===== config.mk =====
export PLATFORM = sky130hd
export DESIGN_NAME = four_register_cpu_execute
export DESIGN_NICKNAME = d
export VERILOG_FILES = /design/src/rtl/frce_pkg.sv /design/src/rtl/frce_ctrl.sv /design/src/rtl/frce_dp.sv /design/src/rtl/four_register_cpu_execute.sv
export SDC_FILE = /design/constraint.sdc
export NUM_CORES = 2
export LEC_CHECK = 0
export BUFFER_PORTS_ARGS = -buffer_cell sky130_fd_sc_hd__buf_2
export CORE_ASPECT_RATIO = 0.9
export CORE_MARGIN = 1
export CORE_UTILIZATION = 50
export DETAILED_ROUTE_END_ITERATION = 10
export PLACE_DENSITY = 0.72
export SYNTH_ARGS = -nofsm -noshare
export SYNTH_HDL_FRONTEND = slang
export SYNTH_SLANG_ARGS = --single-unit

===== constraint.sdc =====
create_clock -name clock -period 8.2 [get_ports clock]
set_input_delay 0.82 -clock clock [delete_from_list [all_inputs] [get_ports clock]]
set_output_delay 0.82 -clock clock [all_outputs]
set_load 0.01 [all_outputs]

===== src/rtl/frce_pkg.sv =====
`timescale 1ns / 1ps
package frce_pkg;

   localparam int AddrBits = 16;
   localparam int NumRegs  = 4;
   localparam int RegIdxW  = 2;

   localparam logic [7:0] OP_NOP  = 8'd0;
   localparam logic [7:0] OP_HALT = 8'd1;
   localparam logic [7:0] OP_MOVRR = 8'd2;
   localparam logic [7:0] OP_MOVRM = 8'd3;
   localparam logic [7:0] OP_MOVMR = 8'd4;
   localparam logic [7:0] OP_MOVRI = 8'd5;
   localparam logic [7:0] OP_MOVMI = 8'd6;
   localparam logic [7:0] OP_ADD  = 8'd7;
   localparam logic [7:0] OP_SUB  = 8'd8;
   localparam logic [7:0] OP_CMP  = 8'd9;
   localparam logic [7:0] OP_JMP  = 8'd10;
   localparam logic [7:0] OP_JZ   = 8'd11;
   localparam logic [7:0] OP_JG   = 8'd12;
   localparam logic [7:0] OP_JL   = 8'd13;
   localparam logic [7:0] OP_OUT  = 8'd14;
   localparam logic [7:0] OP_INC  = 8'd15;
   localparam logic [7:0] OP_DEC  = 8'd16;
   localparam logic [7:0] OP_MUL  = 8'd17;
   localparam logic [7:0] OP_DIV  = 8'd18;

   localparam logic [2:0] ERR_OK      = 3'd0;
   localparam logic [2:0] ERR_BAD_REG = 3'd1;
   localparam logic [2:0] ERR_LOAD    = 3'd2;
   localparam logic [2:0] ERR_DIV0    = 3'd3;
   localparam logic [2:0] ERR_UNKNOWN = 3'd4;

   localparam logic CSR_START  = 1'b0;
   localparam logic CSR_LENGTH = 1'b1;

   typedef struct packed {
      logic [7:0]  mode;
      logic [31:0] operand_a;
      logic [31:0] operand_b;
      logic signed [31:0] load_data;
      logic        resume;
   } req_type;

   typedef struct packed {
      logic [15:0] next_pc;
      logic        mem_write;
      logic [15:0] mem_addr;
      logic signed [31:0] mem_data;
      logic        out_valid;
      logic signed [31:0] out_value;
      logic        halted;
      logic [2:0]  error_code;
   } rsp_type;

   // controller -> datapath
   typedef struct packed {
      logic capture;   // latch request, read operands
      logic execute;   // non-iterative ops: commit result
      logic div_start; // start iterative multiply/divide
      logic div_step;  // one iteration
      logic div_done;  // commit long op result
   } cmd_type;

   // datapath -> controller
   typedef struct packed {
      logic is_long;   // needs iterative unit
      logic iter_last; // final iteration this cycle
   } sts_type;

endpackage


===== src/rtl/frce_ctrl.sv =====
`timescale 1ns / 1ps
module frce_ctrl import frce_pkg::*; (
   input  logic    clock,
   input  logic    reset,
   input  logic    req_valid,
   output logic    req_stall,
   output logic    rsp_valid,
   input  logic    rsp_stall,
   input  sts_type sts,
   output cmd_type cmd
);

   typedef enum logic [3:0] {
      ST_IDLE = 4'b0001,
      ST_EXEC = 4'b0010,
      ST_ITER = 4'b0100,
      ST_DONE = 4'b1000
   } state_type;

   state_type state_ff, state_in;
   logic      rsp_valid_ff, rsp_valid_in;

   always_comb begin
      state_in     = state_ff;
      rsp_valid_in = rsp_valid_ff;
      cmd          = '0;
      if (rsp_valid_ff && !rsp_stall) rsp_valid_in = 1'b0;
      case (state_ff)
         ST_IDLE: begin
            if (req_valid) begin
               cmd.capture = 1'b1;
               state_in    = ST_EXEC;
            end
         end
         ST_EXEC: begin
            if (sts.is_long) begin
               cmd.div_start = 1'b1;
               state_in      = ST_ITER;
            end else if (!rsp_valid_in) begin
               cmd.execute  = 1'b1;
               rsp_valid_in = 1'b1;
               state_in     = ST_IDLE;
            end
         end
         ST_ITER: begin
            cmd.div_step = 1'b1;
            if (sts.iter_last) state_in = ST_DONE;
         end
         ST_DONE: begin
            if (!rsp_valid_in) begin
               cmd.div_done = 1'b1;
               rsp_valid_in = 1'b1;
               state_in     = ST_IDLE;
            end
         end
         default: state_in = ST_IDLE;
      endcase
   end

   always_ff @(posedge clock) begin
      if (reset) begin
         state_ff     <= ST_IDLE;
         rsp_valid_ff <= 1'b0;
      end else begin
         state_ff     <= state_in;
         rsp_valid_ff <= rsp_valid_in;
      end
   end

   assign req_stall = (state_ff != ST_IDLE);
   assign rsp_valid = rsp_valid_ff;

endmodule


===== src/rtl/frce_dp.sv =====
`timescale 1ns / 1ps
module frce_dp import frce_pkg::*; (
   input  logic        clock,
   input  logic        reset,
   input  logic        csr_write,
   input  logic        csr_index,
   input  logic [15:0] csr_wdata,
   input  req_type     req_data,
   input  cmd_type     cmd,
   output sts_type     sts,
   output rsp_type     rsp_data
);

   logic [31:0] regs_ff [NumRegs];
   logic [31:0] flag_ff;
   logic [AddrBits-1:0] pc_ff;
   logic        stop_ff;
   logic [15:0] length_ff;
   req_type     req_ff;
   rsp_type     rsp_ff, rsp_in;

   logic [31:0] opa_ff, opb_ff;
   logic [RegIdxW-1:0] ia, ib;
   logic        ra, rb;

   // iterative unit: shift-add multiply or restoring divide, one bit a cycle
   logic [31:0] acc_ff, quo_ff, mcand_ff;
   logic [5:0]  cnt_ff;
   logic        neg_ff;
   logic [32:0] trial;
   logic [31:0] mag_a, mag_b, long_res;

   logic [AddrBits-1:0] npc, pc1, pc2, pc3;
   logic [31:0] wval;
   logic        wen;
   logic        is_long_op;

   assign ia = req_ff.operand_a[RegIdxW-1:0];
   assign ib = req_ff.operand_b[RegIdxW-1:0];
   assign ra = req_ff.operand_a < 32'(NumRegs);
   assign rb = req_ff.operand_b < 32'(NumRegs);
   assign is_long_op = !stop_ff && ra && rb &&
      (req_ff.mode == OP_MUL || (req_ff.mode == OP_DIV && opb_ff != 32'd0));
   assign sts.is_long   = is_long_op;
   assign sts.iter_last = (cnt_ff == 6'd31);

   assign mag_a = opa_ff[31] ? (32'd0 - opa_ff) : opa_ff;
   assign mag_b = opb_ff[31] ? (32'd0 - opb_ff) : opb_ff;
   assign trial = {acc_ff, quo_ff[31]} - {1'b0, mcand_ff};
   assign long_res = (req_ff.mode == OP_MUL) ? acc_ff :
                     (neg_ff ? (32'd0 - quo_ff) : quo_ff);

   assign pc1 = pc_ff + AddrBits'(1);
   assign pc2 = pc_ff + AddrBits'(2);
   assign pc3 = pc_ff + AddrBits'(3);

   always_comb begin
      rsp_in = '0;
      npc    = pc_ff;
      wen    = 1'b0;
      wval   = '0;
      if (!stop_ff) begin
         if (req_ff.mode <= OP_HALT) npc = pc1;
         else if (req_ff.mode == OP_OUT || req_ff.mode == OP_INC ||
                  req_ff.mode == OP_DEC) npc = pc2;
         else if (req_ff.mode <= OP_DIV) npc = pc3;
         case (req_ff.mode)
            OP_NOP: ;
            OP_HALT: if (!req_ff.resume) npc = pc_ff;
            OP_MOVRR: if (ra && rb) begin wen = 1'b1; wval = opb_ff; end
                      else rsp_in.error_code = ERR_BAD_REG;
            OP_MOVRM: if (!ra) rsp_in.error_code = ERR_BAD_REG;
                      else if (req_ff.operand_b > 32'(length_ff)) begin
                         wen = 1'b1; wval = req_ff.load_data;
                      end else rsp_in.error_code = ERR_LOAD;
            OP_MOVMR: if (rb) begin
                         rsp_in.mem_write = 1'b1;
                         rsp_in.mem_addr  = 16'(req_ff.operand_a[AddrBits-1:0]);
                         rsp_in.mem_data  = opb_ff;
                      end else rsp_in.error_code = ERR_BAD_REG;
            OP_MOVRI: if (ra) begin wen = 1'b1; wval = req_ff.operand_b; end
                      else rsp_in.error_code = ERR_BAD_REG;
            OP_MOVMI: begin
               rsp_in.mem_write = 1'b1;
               rsp_in.mem_addr  = 16'(req_ff.operand_a[AddrBits-1:0]);
               rsp_in.mem_data  = req_ff.operand_b;
            end
            OP_ADD: if (ra && rb) begin wen = 1'b1; wval = opa_ff + opb_ff; end
                    else rsp_in.error_code = ERR_BAD_REG;
            OP_SUB: if (ra && rb) begin wen = 1'b1; wval = opa_ff - opb_ff; end
                    else rsp_in.error_code = ERR_BAD_REG;
            OP_CMP, OP_MUL: if (!(ra && rb)) rsp_in.error_code = ERR_BAD_REG;
            OP_DIV: if (!(ra && rb)) rsp_in.error_code = ERR_BAD_REG;
                    else if (opb_ff == 32'd0) rsp_in.error_code = ERR_DIV0;
            OP_JMP: npc = req_ff.operand_a[AddrBits-1:0];
            OP_JZ, OP_JG, OP_JL: begin
               if ((req_ff.mode == OP_JZ && flag_ff == 32'd0) ||
                   (req_ff.mode == OP_JG && !flag_ff[31] && flag_ff != 32'd0) ||
                   (req_ff.mode == OP_JL && flag_ff[31]))
                  npc = pc1 + req_ff.operand_a[AddrBits-1:0];
               else
                  npc = pc2;
            end
            OP_OUT: if (ra) begin rsp_in.out_valid = 1'b1; rsp_in.out_value = opa_ff; end
                    else rsp_in.error_code = ERR_BAD_REG;
            OP_INC: if (ra) begin wen = 1'b1; wval = opa_ff + 32'd1; end
                    else rsp_in.error_code = ERR_BAD_REG;
            OP_DEC: if (ra) begin wen = 1'b1; wval = opa_ff - 32'd1; end
                    else rsp_in.error_code = ERR_BAD_REG;
            default: begin
               rsp_in.error_code = ERR_UNKNOWN;
               npc = pc_ff;
            end
         endcase
      end
      rsp_in.next_pc = 16'(npc);
      rsp_in.halted  = stop_ff ||
         (req_ff.mode == OP_HALT && !req_ff.resume) || req_ff.mode > OP_DIV;
   end

   always_ff @(posedge clock) begin
      if (cmd.capture) begin
         req_ff <= req_data;
         opa_ff <= regs_ff[req_data.operand_a[RegIdxW-1:0]];
         opb_ff <= regs_ff[req_data.operand_b[RegIdxW-1:0]];
      end
      if (cmd.div_start) begin
         cnt_ff <= '0;
         neg_ff <= opa_ff[31] ^ opb_ff[31];
         acc_ff <= '0;
         if (req_ff.mode == OP_MUL) begin
            quo_ff <= opb_ff; mcand_ff <= opa_ff;
         end else begin
            quo_ff <= mag_a; mcand_ff <= mag_b;
         end
      end
      if (cmd.div_step) begin
         cnt_ff <= cnt_ff + 6'd1;
         if (req_ff.mode == OP_MUL) begin
            acc_ff <= (acc_ff << 1) + (quo_ff[31] ? mcand_ff : 32'd0);
            quo_ff <= quo_ff << 1;
         end else if (!trial[32]) begin
            acc_ff <= trial[31:0];
            quo_ff <= {quo_ff[30:0], 1'b1};
         end else begin
            acc_ff <= {acc_ff[30:0], quo_ff[31]};
            quo_ff <= {quo_ff[30:0], 1'b0};
         end
      end
      if (cmd.execute || cmd.div_done) begin
         rsp_ff <= rsp_in;
      end
   end

   always_ff @(posedge clock) begin
      if (reset) begin
         for (int i = 0; i < NumRegs; i++) regs_ff[i] <= '0;
         flag_ff   <= '0;
         pc_ff     <= '0;
         stop_ff   <= 1'b0;
         length_ff <= '0;
      end else if (csr_write) begin
         if (csr_index == CSR_START) begin
            pc_ff    <= csr_wdata[AddrBits-1:0];
            stop_ff  <= 1'b0;
         end else begin
            length_ff <= csr_wdata;
         end
      end else if (cmd.execute || cmd.div_done) begin
         pc_ff   <= npc;
         stop_ff <= rsp_in.halted;
         if (cmd.div_done) regs_ff[ia] <= long_res;
         else if (wen) regs_ff[ia] <= wval;
         if (!stop_ff && req_ff.mode == OP_CMP && ra && rb)
            flag_ff <= opa_ff - opb_ff;
      end
   end

   assign rsp_data = rsp_ff;

endmodule


===== src/rtl/four_register_cpu_execute.sv =====
`timescale 1ns / 1ps
// Requests are captured in IDLE and executed in EXEC; MUL and DIV then run 32
// iterations of a shared shift-add/subtract unit (ITER) and commit in DONE.
// No new request is taken until the current one is done; the response
// register frees the request side once the result is latched.
// Synchronous active-high reset clears registers, flag, PC and halt state.
module four_register_cpu_execute import frce_pkg::*; (
   input  logic        clock,
   input  logic        reset,
   input  logic        req_valid,
   output logic        req_stall,
   input  req_type     req_data,
   output logic        rsp_valid,
   input  logic        rsp_stall,
   output rsp_type     rsp_data,
   input  logic        csr_write,
   input  logic        csr_index,
   input  logic [15:0] csr_wdata
);

   cmd_type cmd;
   sts_type sts;

   frce_ctrl u_ctrl (
      .clock(clock), .reset(reset),
      .req_valid(req_valid), .req_stall(req_stall),
      .rsp_valid(rsp_valid), .rsp_stall(rsp_stall),
      .sts(sts), .cmd(cmd)
   );

   frce_dp u_dp (
      .clock(clock), .reset(reset),
      .csr_write(csr_write), .csr_index(csr_index), .csr_wdata(csr_wdata),
      .req_data(req_data), .cmd(cmd), .sts(sts), .rsp_data(rsp_data)
   );

endmodule


==> flow_metrics.py <==
metrics = {
    "yosys": {
        "synth_seq_area_share_pct": 44.29,
        "synth_edf_count": 502,
        "async_flop_share_pct": 0,
        "synth-main-ff-cell": "edfxtp_1",
        "syn_inst": 3897,
        "synthTopCellsByArea": "edfxtp_1, ha_1, a21oi_1, nor2_1, mux4_2",
        "synth_nets": 4194,
        "synth_cell_types": 88,
        "syn_area_per_cell_um2": 9.547,
        "netlist.area_leader.share_pct": 40.52,
        "yosysMostFrequentCell": "edfxtp_1",
        "synth_area_um2": 37200,
        "yosysWarnings": 0,
        "yosys-top-cells-count": "edfxtp_1, nor2_1, nand2_1, a21oi_1, o21ai_0",
        "yosys_register_bits": 572,
        "synth.largest_area_cell": "edfxtp_1",
    },
    "finish": {
        "fin_area_um2": 41290,
        "syn2layout_area_growth_pct": 10.98,
        "final_cells": 5011,
        "nets": 4295,
        "drive_gt1_share_pct": 12.74,
    },
    "power": {
        "ir_drop_mv": 0.1851,
        "totalPowerFinal_mw": 8.005,
        "leakage_nw": 14.48,
        "power_density_nw_per_um2": 193.9,
    },
    "drt": {
        "drc": 2,
        "drt_iter0_drc": 5524,
        "antenna_left": 0,
        "drt_first_pass_iters": 11,
        "routed_wl_mm": 140.7,
        "via_per_inst": 6.604,
        "vias": 33090,
        "wl_per_cell_um": 28.07,
    },
    "die": {
        "rows": 94,
        "initial_utilization_pct": 50.69,
        "core_area_um2": 73390,
        "chipHeight_um": 260.8,
        "num_io_pins": 231,
        "die_width_um": 289.5,
        "die_area_um2": 75500,
    },
    "clock_tree": {
        "cts_setup_buffers": 0,
        "clock-sinks": 572,
        "postCtsHoldBufs": 0,
        "cts_tree": "done",
        "insertion_delay_ns": 0.64,
        "cts_resized": 0,
        "cts_buffers": 66,
        "cts_root_buf": "clkbuf_16",
        "cts-htree-levels": 3,
        "cts_max_path_buffers": 3,
        "cts.clk_slew.worst_paths_ns": 0.06,
    },
    "timing": {
        "rsz0062_at_grt": "false",
        "report.final.slew_viol_count": 0,
        "relSlewSlack_pct": 9.946,
        "worst_pin_slew_ns": 1.343,
        "setup-violations-final": 0,
        "setup_tns_ns": 0,
        "max_freq_mhz": 170.0,
        "finalCritPeriodShare_pct": 71.72,
        "finalClockSkew_ns": 0.03183,
        "fin_hold_ws_ns": 0.3624,
        "hold_viol_final": 0,
        "min_period_ns": 5.881,
    },
    "worst_setup_path": {
        "required_ns": 8.55,
        "ff2ff_path_depth": 13,
        "path_class": "reg -> reg",
        "crit_arrival_ns": 6.23,
        "cp-start-kind": "register",
        "crit_fanout": 33,
        "critPathMaxStageDelay_ns": 0.68,
        "crit_slowest_cell": "o21ai_2",
        "cp_cell_sequence": "nor4_1, and4_1, nand4_1, or2_1, or4_1, o21ai_2, or3_1, buf_4, nand2_1, nand3_1, buf_4, nand2b_1, buf_4",
        "cp_common_cell": "buf_4",
        "r2r_setup_slack_ns": 2.32,
        "cp-end-kind": "register",
    },
    "placed_design": {
        "gp_congestion": 1.063,
        "io_buffers": 230,
        "hpwlAfterDp_mm": 105.3,
        "place_area_um2": 39080,
        "place_inst": 4890,
    },
    "flow_run": {
        "drv_cap": 0,
    },
    "grt": {
        "antenna_found_initial": 2,
        "grt_pass1_wl_mm": 201.5,
        "grt_pass1_vias": 29850,
        "grt_start_max_net_pins": 167,
        "grt_overflow": 0,
        "grt_use_total_pct": 36.51,
    },
    "outcome": {
        "outcome": "finished with violations",
        "violations": "DRC",
    },
    "hold_path": {
        "hp-class": "in -> reg",
        "hold_depth": 1,
    },
}
==> sequential cells by signal, summed over array words and instances, names as in the netlist, 2 cells and up <==
| name | count |
|---|---|
| u_dp.regs_ff | 128 |
| u_dp.ia | 2 |
| u_dp.ib | 2 |
| u_dp.req_ff | 101 |
| u_dp.quo_ff | 32 |
| u_dp.rsp_data | 102 |
| u_dp.opb_ff | 32 |
| u_dp.length_ff | 16 |
| u_dp.cnt_ff | 6 |
| u_ctrl.state_ff | 4 |
| u_dp.flag_ff | 32 |
| u_dp.opa_ff | 32 |
| u_dp.pc_ff | 16 |
| u_dp.acc_ff | 32 |
| u_dp.mcand_ff | 32 |
==> final cells by class <==
type,instances,area [µm²]
diodes,1,2.502
clock buffers,82,1784
clock inverters,38,420.4
fillers,6391,32100
inverters,189,709.4
multi-input cells,2882,19090
flip-flops and latches,572,16480
well taps,960,1201
repair buffers,287,1604
==> logic make-up (layout without fill, tap and decap cells) <==
logic type | Yosys count | in the layout | share of synthesized area (%)
other | 0 | 1 | 0
adder cells (fa/ha/maj) | 170 | 170 | 5.818
AO/OA/AOI/OAI | 1062 | 1062 | 18.36
buffers and inverters | 443 | 596 | 4.554
multiplexers | 86 | 86 | 4.473
flip-flops | 572 | 572 | 44.29
AND/OR/NAND/NOR | 1306 | 1306 | 16.44
XOR/XNOR | 258 | 258 | 6.074
==> cell usage in the layout (no fill, tap or decap), types with 25 or more instances in the layout <==
master,Yosys,layout
a22oi_1,51,51
o22ai_1,36,36
a221oi_1,25,25
o31ai_1,35,35
mux4_2,64,64
nand2_1,370,369
xnor2_1,146,146
clkbuf_16,0,68
nor4_1,47,47
a31oi_1,28,28
inv_1,188,188
dfxtp_1,70,70
xor2_1,112,112
buf_2,13,230
o21ai_0,235,235
and2_1,61,61
nand2b_1,44,44
nor3_1,73,69
buf_4,0,55
ha_1,165,165
a211oi_1,41,41
nand4_1,36,36
nor2b_1,37,36
o211ai_1,33,33
a21oi_1,324,323
a21o_1,31,31
nand3_1,75,75
or3_1,34,33
edfxtp_1,502,502
nor2_1,429,425
==> per-layer routing <==
metal  up-vias  GRT usage (%)  wire, µm
li1      14620              -         -
met1     15830          53.98     57600
met2      2355          50.02     56430
met3       277          12.06     22200
met4         4          11.02      4411
met5         -              0        24
==> final timing paths <==
| kind | from | endpoint |
|---|---|---|
| setup / recovery | u_dp.req_ff[59] | u_dp.regs_ff[1][15] |
| hold / removal | req_data[74] | u_dp.req_ff[74] |
| setup reg to reg | u_dp.req_ff[59] | u_dp.regs_ff[1][15] |
| hold reg to reg | u_dp.flag_ff[15] | u_dp.flag_ff[15] |
==> metrics by stage <==
stage | util [%] | worst slack (ns)
after floorplan | - | 2.519
final | 56.26 | 2.319
after global routing | 56.26 | 2.052
after CTS | 56.26 | 2.421
after detailed placement | 53.25 | 2.444
after global placement | 53.25 | 2.538
==> power breakdown <==
| group | switching (mW) | internal (mW) | total, mW | leakage, nW |
|---|---|---|---|---|
| combinational | 0.867 | 0.486 | 1.35 | 8.35 |
| sequential | 0.260 | 3.36 | 3.62 | 5.05 |
| clock | 1.30 | 1.73 | 3.04 | 1.08 |
==> critical path: cells and delay by family, from the launching register on <==
| family | cells | cell delay, ns |
|---|---|---|
| buffers and inverters | 3 | 1.13 |
| AOI/OAI and AO/OA | 1 | 0.68 |
| and+or+nand+nor | 9 | 3.32 |
| DFF | 1 | 0.42 |
No activity file was read; power rests on OpenSTA's default activity.
